==> config.mk <==
export PLATFORM = sky130hd
export DESIGN_NAME = thermistor_average_lookup
export DESIGN_NICKNAME = d
export VERILOG_FILES = /design/src/rtl/tal_pkg.sv /design/src/rtl/tal_ctrl.sv /design/src/rtl/tal_datapath.sv /design/src/rtl/thermistor_average_lookup.sv
export SDC_FILE = /design/constraint.sdc
export NUM_CORES = 1
export LEC_CHECK = 0
export BUFFER_PORTS_ARGS = -buffer_cell sky130_fd_sc_hd__buf_2
export CORE_MARGIN = 4
export CORE_UTILIZATION = 43
export DETAILED_ROUTE_END_ITERATION = 8
export PLACE_DENSITY_LB_ADDON = 0.05
export SLEW_MARGIN = 40
export SYNTH_ARGS = -nofsm -noshare
export SYNTH_HDL_FRONTEND = slang
export SYNTH_SLANG_ARGS = --single-unit
==> constraint.sdc <==
create_clock -name clk_i -period 4.8 [get_ports clk_i]
set_input_delay 0.24 -clock clk_i [delete_from_list [all_inputs] [get_ports clk_i]]
set_output_delay 0.24 -clock clk_i [all_outputs]
set_load 0.03 [all_outputs]
==> src/rtl/tal_pkg.sv <==
package tal_pkg;

  localparam int unsigned SAMPLE_W  = 12;
  localparam int unsigned SUM_W     = 16;
  localparam int unsigned TEMP_W    = 8;
  localparam int unsigned OFFSET_W  = 6;
  localparam int unsigned RES_COUNT = 70;

  // adc code thresholds, one per degree from 0 C, descending
  localparam logic [SAMPLE_W-1:0] THRESHOLDS [RES_COUNT] = '{
    12'd1809, 12'd1778, 12'd1748, 12'd1718, 12'd1689,
    12'd1657, 12'd1629, 12'd1602, 12'd1576, 12'd1550,
    12'd1522, 12'd1498, 12'd1474, 12'd1451, 12'd1429,
    12'd1405, 12'd1384, 12'd1363, 12'd1343, 12'd1324,
    12'd1304, 12'd1285, 12'd1268, 12'd1251, 12'd1234,
    12'd1218, 12'd1203, 12'd1188, 12'd1173, 12'd1159,
    12'd1142, 12'd1128, 12'd1115, 12'd1103, 12'd1091,
    12'd1078, 12'd1067, 12'd1056, 12'd1045, 12'd1035,
    12'd1025, 12'd1015, 12'd1006, 12'd997,  12'd988,
    12'd980,  12'd972,  12'd964,  12'd956,  12'd949,
    12'd942,  12'd935,  12'd928,  12'd922,  12'd916,
    12'd910,  12'd904,  12'd899,  12'd893,  12'd888,
    12'd883,  12'd878,  12'd874,  12'd869,  12'd865,
    12'd860,  12'd856,  12'd852,  12'd848,  12'd845
  };

  typedef logic [SUM_W-1:0] scaled_tab_t [RES_COUNT];

  typedef struct packed {
    logic accept;
    logic step;
    logic finish;
  } tal_cmd_t;

  typedef struct packed {
    logic avg_due;
    logic hit;
    logic last;
  } tal_sts_t;

  // thresholds in units of the sample sum, so no divide is needed
  function automatic scaled_tab_t scale_table(int unsigned samples);
    scaled_tab_t tab;
    for (int i = 0; i < RES_COUNT; i++) begin
      tab[i] = SUM_W'(32'(THRESHOLDS[i]) * samples);
    end
    return tab;
  endfunction

endpackage

==> src/rtl/tal_ctrl.sv <==
module tal_ctrl (
  input  logic              clk_i,
  input  logic              rst_ni,
  input  logic              in_valid_i,
  output logic              in_ready_o,
  output logic              out_valid_o,
  input  logic              out_ready_i,
  input  tal_pkg::tal_sts_t sts_i,
  output tal_pkg::tal_cmd_t cmd_o
);
  import tal_pkg::*;

  localparam logic ST_IDLE = 1'b0;
  localparam logic ST_SCAN = 1'b1;

  logic state_q, state_d;
  logic out_valid_q, out_valid_d;
  logic slot_free;
  logic scan_end;

  assign slot_free  = !out_valid_q || out_ready_i;
  assign scan_end   = sts_i.hit || sts_i.last;
  assign in_ready_o = (state_q == ST_IDLE);
  assign out_valid_o = out_valid_q;

  always_comb begin
    state_d      = state_q;
    cmd_o        = '0;
    out_valid_d  = out_valid_q && !out_ready_i;
    unique case (state_q)
      ST_IDLE: begin
        if (in_valid_i) begin
          cmd_o.accept = 1'b1;
          if (sts_i.avg_due) begin
            state_d = ST_SCAN;
          end
        end
      end
      ST_SCAN: begin
        if (scan_end) begin
          if (slot_free) begin
            cmd_o.finish = 1'b1;
            out_valid_d  = 1'b1;
            state_d      = ST_IDLE;
          end
        end else begin
          cmd_o.step = 1'b1;
        end
      end
      default: state_d = ST_IDLE;
    endcase
  end

  always_ff @(posedge clk_i or negedge rst_ni) begin
    if (!rst_ni) begin
      state_q     <= ST_IDLE;
      out_valid_q <= 1'b0;
    end else begin
      state_q     <= state_d;
      out_valid_q <= out_valid_d;
    end
  end

  a_finish_slot_free: assert property (@(posedge clk_i) disable iff (!rst_ni)
    cmd_o.finish |-> (!out_valid_q || out_ready_i))
    else $error("result written over a pending transaction");

  a_finish_shows: assert property (@(posedge clk_i) disable iff (!rst_ni)
    cmd_o.finish |=> out_valid_o)
    else $error("finished scan did not raise out_valid");

  a_cmd_excl: assert property (@(posedge clk_i) disable iff (!rst_ni)
    $onehot0({cmd_o.accept, cmd_o.step, cmd_o.finish}))
    else $error("overlapping datapath commands");

endmodule

==> src/rtl/tal_datapath.sv <==
module tal_datapath #(
  parameter int unsigned TABLE_ENTRIES       = 70,
  parameter int unsigned SAMPLES_PER_AVERAGE = 10
) (
  input  logic                                     clk_i,
  input  logic                                     rst_ni,
  input  logic [tal_pkg::SAMPLE_W-1:0]             adc_sample_i,
  input  logic                                     cfg_valid_i,
  input  logic signed [tal_pkg::OFFSET_W-1:0]      correction_offset_i,
  input  tal_pkg::tal_cmd_t                        cmd_i,
  output tal_pkg::tal_sts_t                        sts_o,
  output logic signed [tal_pkg::TEMP_W-1:0]        temperature_o,
  output logic                                     out_of_range_o
);
  import tal_pkg::*;

  localparam int unsigned ScanLen =
    (TABLE_ENTRIES < RES_COUNT) ? TABLE_ENTRIES : RES_COUNT;
  localparam int unsigned IdxW = $clog2(ScanLen);
  localparam int unsigned CntW =
    (SAMPLES_PER_AVERAGE > 1) ? $clog2(SAMPLES_PER_AVERAGE) : 1;
  localparam scaled_tab_t ScaledThr = scale_table(SAMPLES_PER_AVERAGE);

  logic [SUM_W-1:0]    sum_q, sum_d;
  logic [CntW-1:0]     count_q, count_d;
  logic [IdxW-1:0]     idx_q, idx_d;
  logic [OFFSET_W-1:0] offset_q;
  logic [TEMP_W-1:0]   held_q, held_d;
  logic                oor_q, oor_d;
  logic [TEMP_W-1:0]   new_temp;

  assign sts_o.avg_due = (count_q == CntW'(SAMPLES_PER_AVERAGE - 1));
  assign sts_o.hit     = (sum_q >= ScaledThr[idx_q]);
  assign sts_o.last    = (idx_q == IdxW'(ScanLen - 1));

  assign new_temp = TEMP_W'(idx_q)
                  + {{(TEMP_W - OFFSET_W){offset_q[OFFSET_W-1]}}, offset_q};

  always_comb begin
    sum_d   = sum_q;
    count_d = count_q;
    idx_d   = idx_q;
    held_d  = held_q;
    oor_d   = oor_q;
    if (cmd_i.accept) begin
      sum_d   = sum_q + SUM_W'(adc_sample_i);
      count_d = sts_o.avg_due ? '0 : count_q + CntW'(1);
    end
    if (cmd_i.step) begin
      idx_d = idx_q + IdxW'(1);
    end
    if (cmd_i.finish) begin
      sum_d = '0;
      idx_d = '0;
      oor_d = !sts_o.hit;
      if (sts_o.hit) begin
        held_d = new_temp;
      end
    end
  end

  always_ff @(posedge clk_i or negedge rst_ni) begin
    if (!rst_ni) begin
      sum_q    <= '0;
      count_q  <= '0;
      idx_q    <= '0;
      held_q   <= '0;
      oor_q    <= 1'b0;
      offset_q <= '0;
    end else begin
      sum_q   <= sum_d;
      count_q <= count_d;
      idx_q   <= idx_d;
      held_q  <= held_d;
      oor_q   <= oor_d;
      if (cfg_valid_i) begin
        offset_q <= correction_offset_i;
      end
    end
  end

  assign temperature_o  = held_q;
  assign out_of_range_o = oor_q;

  a_step_not_last: assert property (@(posedge clk_i) disable iff (!rst_ni)
    cmd_i.step |-> !sts_o.last)
    else $error("scan index stepped past the table");

  a_sum_cleared: assert property (@(posedge clk_i) disable iff (!rst_ni)
    cmd_i.finish |=> (sum_q == '0 && idx_q == '0))
    else $error("sum or index not cleared after scan");

endmodule

==> src/rtl/thermistor_average_lookup.sv <==
// Thermistor temperature lookup. Each accepted transaction carries one 12-bit
// converter code from the NTC divider; samples are summed, and every
// SAMPLES_PER_AVERAGE-th sample closes a block, whose truncated average is
// matched against a descending threshold table of one entry per degree from
// 0 C (min(TABLE_ENTRIES, 70) entries). The first entry met or exceeded gives
// the index, correction_offset is added, and one result transaction is sent
// with out_of_range low; if no entry matches, the last good temperature is
// repeated with out_of_range high. Other samples produce no result. A sample
// that does not close a block leaves the input ready for the next sample. A
// closing sample starts a scan, in which the single threshold comparator steps
// through the table one entry at a time, and no sample is taken while it runs.
// The result waits in an output register, and a finished scan stalls only
// while that register still holds an untaken result. correction_offset is
// written through the cfg channel, which is always ready.
module thermistor_average_lookup #(
  parameter int unsigned TABLE_ENTRIES       = 70,
  parameter int unsigned SAMPLES_PER_AVERAGE = 10
) (
  input  logic                                clk_i,
  input  logic                                rst_ni,
  input  logic                                in_valid_i,
  output logic                                in_ready_o,
  input  logic [tal_pkg::SAMPLE_W-1:0]        adc_sample_i,
  output logic                                out_valid_o,
  input  logic                                out_ready_i,
  output logic signed [tal_pkg::TEMP_W-1:0]   temperature_o,
  output logic                                out_of_range_o,
  input  logic                                cfg_valid_i,
  output logic                                cfg_ready_o,
  input  logic signed [tal_pkg::OFFSET_W-1:0] correction_offset_i
);
  import tal_pkg::*;

  tal_cmd_t cmd;
  tal_sts_t sts;

  assign cfg_ready_o = 1'b1;

  tal_ctrl u_ctrl (
    .clk_i       (clk_i),
    .rst_ni      (rst_ni),
    .in_valid_i  (in_valid_i),
    .in_ready_o  (in_ready_o),
    .out_valid_o (out_valid_o),
    .out_ready_i (out_ready_i),
    .sts_i       (sts),
    .cmd_o       (cmd)
  );

  tal_datapath #(
    .TABLE_ENTRIES       (TABLE_ENTRIES),
    .SAMPLES_PER_AVERAGE (SAMPLES_PER_AVERAGE)
  ) u_datapath (
    .clk_i               (clk_i),
    .rst_ni              (rst_ni),
    .adc_sample_i        (adc_sample_i),
    .cfg_valid_i         (cfg_valid_i),
    .correction_offset_i (correction_offset_i),
    .cmd_i               (cmd),
    .sts_o               (sts),
    .temperature_o       (temperature_o),
    .out_of_range_o      (out_of_range_o)
  );

endmodule
==> results.ini <==
[outcome]
outcome = finished clean

[critical_path]
slowest_cell_delay_on_critical_path_ns = 0.49
cp.required_ns = 5.00
worstPathArrival_ns = 4.28
cpLargestDelayFamily = compound AO/OA/AOI/OAI gates
critical-path-slowest-cell = sky130_fd_sc_hd__dfrtp_1
worst-path-max-fanout = 9
critical_path_buf_inv_count = 2
cp-start-kind = flip-flop
critical_path.cell_chain = inv_1, ha_1, nor2b_1, o31ai_1, mux4_2, nor2_1, a21oi_1, ha_1, inv_1, o21ai_0, a31oi_4, or2_4, a21oi_4, mux2_2
worstSetupPathType = flip-flop to flip-flop
critPathCaptureType = flip-flop

[synthesis]
synthCells = 528
net_count_synth = 604
synth_ff_type = sky130_fd_sc_hd__dfrtp_1
synth_cell_types = 60
seq_area_frac_synth = 0.252
synth_enable_flop_cells = 0
syn-cell-area_um2 = 4370
yosysWarningCount = 0
asyncSetResetFlopFracSynth = 1.00
synth_seq_cells = 44
mapped_avg_cell_area_um2 = 8.28

[grt]
grt_remaining_overflow = 0
grt_first_pass_wirelength_mm = 19.3
first_global_vias = 3786
largest_net_degree_at_the_start_of_global_routing = 45
antenna_found_initial = 0
grtUsageTotal = 0.203

[timing]
setup_slack_ns = 0.716
timing.setup.tns_ns = 0
final_hold_viol_count = 0
setup_viol_count_final = 0
period_share = 0.851
max_freq_mhz = 245
layout_min_cycle_time_ns = 4.08
slew_viol_final = 0
worst_slew_margin_rel = 0.464
unrepaired_setup_endpoints_after_global_routing = no
min_hold_slack_ns = 0.127
worst_slew_pin_slew_ns = 0.803
fin_skew_ns = 0.0103

[layout]
insertedDiodeCount = 0
final_cells = 679
finalInstanceArea_um2 = 4750
design.final.nets = 621
area_growth_pct = 8.70
post_route_cells_drive_above_1_share = 0.145

[route]
drt_drc_violations_left = 0
detailroute.via_count = 3970
drt_first_pass_iters = 5
dr.first_iter.drc_count = 215
average_vias_per_placed_instance = 5.85
post_detailed_route_count_of_antenna_violating_nets = 0
drt-wirelength-per-cell_um = 16.8
totalWireLength_mm = 11.4

[clocking]
post-cts-setup-buffers = 0
insertion_delay_ns = 0.31
cts.sink_count = 44
cts.repair.resized = 0
htreeDepth = 2
clock_tree.root_cell = sky130_fd_sc_hd__clkbuf_8
worst_setup_hold_path_clk_slew_ns = 0.10
clock_tree.buffer_depth = 2
tritoncts = built
cts_made_buffers = 5

[pwr]
max-vdd-ir-drop_uv = 125
power-per-cell-area_nw_per_um2 = 176
p_leak_nw = 2.14

[worst_hold_path]
hold_path.class = primary input to flip-flop

[floorplan]
floorplan.die.height_um = 109
core_area_um2 = 9820
die-area_um2 = 11800
initial_core_util = 0.445
fp.dieW_um = 109
io_pins = 35
placementRows = 36

[placement]
gp_congestion = 0.899
place_ws_ns = 0.768
numPortBuffers = 33
dpl_cell_area_um2 = 4630
dp.final_hpwl_mm = 8.30
post-place-cells = 670

[job]
drv_cap = 0

area by class of cell:
class | count | area (µm²)
clock buffers | 5 | 68.8
clock inverters | 3 | 46.3
fillers | 965 | 5070
inverters | 20 | 75.1
multi-input cells | 431 | 3050
flip-flops and latches | 44 | 1100
well taps | 133 | 166
repair buffers | 43 | 245
sequential cells by signal (all words and copies together) (netlist names):
| name | count |
|---|---|
| u_datapath.sum_q | 16 |
| u_datapath.temperature_o | 8 |
| u_datapath.idx_q | 7 |
| u_datapath.offset_q | 6 |
| u_datapath.count_q | 4 |
| u_ctrl.out_valid_o | 1 |
| u_ctrl.state_q | 1 |
| u_datapath.out_of_range_o | 1 |
metal layers:
metal	track usage	up-vias	part of all wire
met3	0.0201	15	0.056
met1	0.296	1865	0.47
met5	0	-	0
met2	0.322	129	0.46
li1	-	1961	-
met4	0.0550	0	0.016
worst reg2reg max path: stages, from the launching register on:
cell and delay (ns):
sky130_fd_sc_hd__dfrtp_1 0.49, sky130_fd_sc_hd__inv_1 0.21, sky130_fd_sc_hd__ha_1 0.42, sky130_fd_sc_hd__nor2b_1 0.30, sky130_fd_sc_hd__o31ai_1 0.11, sky130_fd_sc_hd__mux4_2 0.46
sky130_fd_sc_hd__nor2_1 0.11, sky130_fd_sc_hd__a21oi_1 0.07, sky130_fd_sc_hd__ha_1 0.34, sky130_fd_sc_hd__inv_1 0.04, sky130_fd_sc_hd__o21ai_0 0.30, sky130_fd_sc_hd__a31oi_4 0.08
sky130_fd_sc_hd__or2_4 0.30, sky130_fd_sc_hd__a21oi_4 0.35, sky130_fd_sc_hd__mux2_2 0.39
synthesized netlist by cell type (2+ instances only):
| library cell | instances | share of area |
|---|---|---|
| sky130_fd_sc_hd__a211o_1 | 6 | 0.012 |
| sky130_fd_sc_hd__a211oi_1 | 16 | 0.027 |
| sky130_fd_sc_hd__a21o_1 | 6 | 0.010 |
| sky130_fd_sc_hd__a21oi_1 | 48 | 0.055 |
| sky130_fd_sc_hd__a311o_1 | 3 | 0.0069 |
| sky130_fd_sc_hd__a311oi_1 | 6 | 0.012 |
| sky130_fd_sc_hd__a31oi_1 | 9 | 0.013 |
| sky130_fd_sc_hd__a41oi_1 | 2 | 0.0040 |
| sky130_fd_sc_hd__and3_1 | 4 | 0.0057 |
| sky130_fd_sc_hd__buf_1 | 2 | 0.0017 |
| sky130_fd_sc_hd__buf_2 | 7 | 0.0080 |
| sky130_fd_sc_hd__buf_4 | 2 | 0.0034 |
| sky130_fd_sc_hd__clkbuf_1 | 21 | 0.018 |
| sky130_fd_sc_hd__dfrtp_1 | 44 | 0.25 |
| sky130_fd_sc_hd__fa_1 | 2 | 0.0092 |
| sky130_fd_sc_hd__ha_1 | 51 | 0.15 |
| sky130_fd_sc_hd__inv_1 | 20 | 0.017 |
| sky130_fd_sc_hd__mux2_2 | 14 | 0.036 |
| sky130_fd_sc_hd__mux2i_1 | 5 | 0.011 |
| sky130_fd_sc_hd__mux4_2 | 4 | 0.021 |
| sky130_fd_sc_hd__nand2_1 | 52 | 0.045 |
| sky130_fd_sc_hd__nand2b_1 | 8 | 0.011 |
| sky130_fd_sc_hd__nand3_1 | 10 | 0.011 |
| sky130_fd_sc_hd__nand3b_1 | 7 | 0.012 |
| sky130_fd_sc_hd__nand4_1 | 4 | 0.0057 |
| sky130_fd_sc_hd__nor2_1 | 51 | 0.044 |
| sky130_fd_sc_hd__nor2b_1 | 11 | 0.016 |
| sky130_fd_sc_hd__nor3_1 | 16 | 0.018 |
| sky130_fd_sc_hd__nor4_1 | 4 | 0.0057 |
| sky130_fd_sc_hd__o2111ai_1 | 2 | 0.0040 |
| sky130_fd_sc_hd__o211ai_1 | 6 | 0.010 |
| sky130_fd_sc_hd__o21a_1 | 3 | 0.0051 |
| sky130_fd_sc_hd__o21ai_0 | 33 | 0.038 |
| sky130_fd_sc_hd__o21bai_1 | 3 | 0.0051 |
| sky130_fd_sc_hd__o31ai_1 | 3 | 0.0051 |
| sky130_fd_sc_hd__or3_1 | 4 | 0.0057 |
| sky130_fd_sc_hd__xnor2_1 | 10 | 0.020 |
| sky130_fd_sc_hd__xor2_1 | 7 | 0.014 |
kinds of logic (layout without fill, tap and decap cells):
kind of cell,count (synthesis),after routing,synth area share
simple gates,181,181,0.206
compound gates,156,156,0.233
fa+ha+maj,53,53,0.155
buf+inv,53,71,0.0509
flops,44,44,0.252
mux,23,23,0.0681
xor+xnor,17,17,0.0340
other cells,1,1,0.000858
layout by cell type, fill, tap and decap left out, types with 2 or more instances in the layout:
| master | n |
|---|---|
| sky130_fd_sc_hd__o211ai_1 | 6 |
| sky130_fd_sc_hd__nor2_1 | 51 |
| sky130_fd_sc_hd__a41oi_1 | 2 |
| sky130_fd_sc_hd__nor2b_1 | 11 |
| sky130_fd_sc_hd__o21bai_1 | 3 |
| sky130_fd_sc_hd__buf_2 | 32 |
| sky130_fd_sc_hd__mux4_2 | 4 |
| sky130_fd_sc_hd__nand3b_1 | 7 |
| sky130_fd_sc_hd__o21ai_0 | 33 |
| sky130_fd_sc_hd__nor3_1 | 16 |
| sky130_fd_sc_hd__xnor2_1 | 10 |
| sky130_fd_sc_hd__a31oi_1 | 9 |
| sky130_fd_sc_hd__nand2b_1 | 8 |
| sky130_fd_sc_hd__a311oi_1 | 6 |
| sky130_fd_sc_hd__ha_1 | 51 |
| sky130_fd_sc_hd__and3_1 | 4 |
| sky130_fd_sc_hd__a21oi_1 | 48 |
| sky130_fd_sc_hd__dfrtp_1 | 43 |
| sky130_fd_sc_hd__xor2_1 | 7 |
| sky130_fd_sc_hd__a211o_1 | 6 |
| sky130_fd_sc_hd__nor4_1 | 4 |
| sky130_fd_sc_hd__mux2_2 | 14 |
| sky130_fd_sc_hd__fa_1 | 2 |
| sky130_fd_sc_hd__a21o_1 | 6 |
| sky130_fd_sc_hd__o31ai_1 | 3 |
| sky130_fd_sc_hd__or3_1 | 4 |
| sky130_fd_sc_hd__mux2i_1 | 5 |
| sky130_fd_sc_hd__inv_1 | 20 |
| sky130_fd_sc_hd__o2111ai_1 | 2 |
| sky130_fd_sc_hd__clkbuf_8 | 5 |
| sky130_fd_sc_hd__o21a_1 | 3 |
| sky130_fd_sc_hd__buf_4 | 10 |
| sky130_fd_sc_hd__nand4_1 | 4 |
| sky130_fd_sc_hd__nand3_1 | 10 |
| sky130_fd_sc_hd__nand2_1 | 52 |
| sky130_fd_sc_hd__a311o_1 | 3 |
| sky130_fd_sc_hd__a211oi_1 | 16 |
timing repair:
item / CTS / global route
hold endpoints to repair: 44 / 0
setup endpoints to repair: 0 / 0
hold buffers: 1 / 0
final timing paths:
path,startpoint,to,slack (ns),cells past startpoint
hold reg to reg,u_datapath.temperature_o[3]$_DFFE_PN0P_,u_datapath.temperature_o[3]$_DFFE_PN0P_,0.51,1
setup / recovery,u_datapath.idx_q[0]$_DFFE_PN0P_,u_datapath.temperature_o[7]$_DFFE_PN0P_,0.72,14
min in group asynchronous,rst_ni,u_datapath.temperature_o[3]$_DFFE_PN0P_,0.46,2
max in group asynchronous,rst_ni,u_datapath.idx_q[5]$_DFFE_PN0P_,3.92,2
hold / removal,correction_offset_i[1],u_datapath.offset_q[1]$_DFFE_PN0P_,0.13,3
setup reg to reg,u_datapath.idx_q[0]$_DFFE_PN0P_,u_datapath.temperature_o[7]$_DFFE_PN0P_,0.72,14
power by group:
group          switching [W]  leakage [nW]  total (W)  internal, W
Clock               0.000150        0.0548   0.000307     0.000157
Sequential         0.0000105         0.556   0.000392     0.000381
Combinational      0.0000763          1.53   0.000138    0.0000613
Total               0.000237          2.14   0.000837     0.000600
metrics by stage:
stage                     utilization  total power, W
after global routing            0.484        0.000881
final                           0.484        0.000837
after CTS                       0.484        0.000851
after floorplan                     -        0.000498
after detailed placement        0.471        0.000537
after global placement          0.471        0.000534
Power figures use the tool's default switching activity.
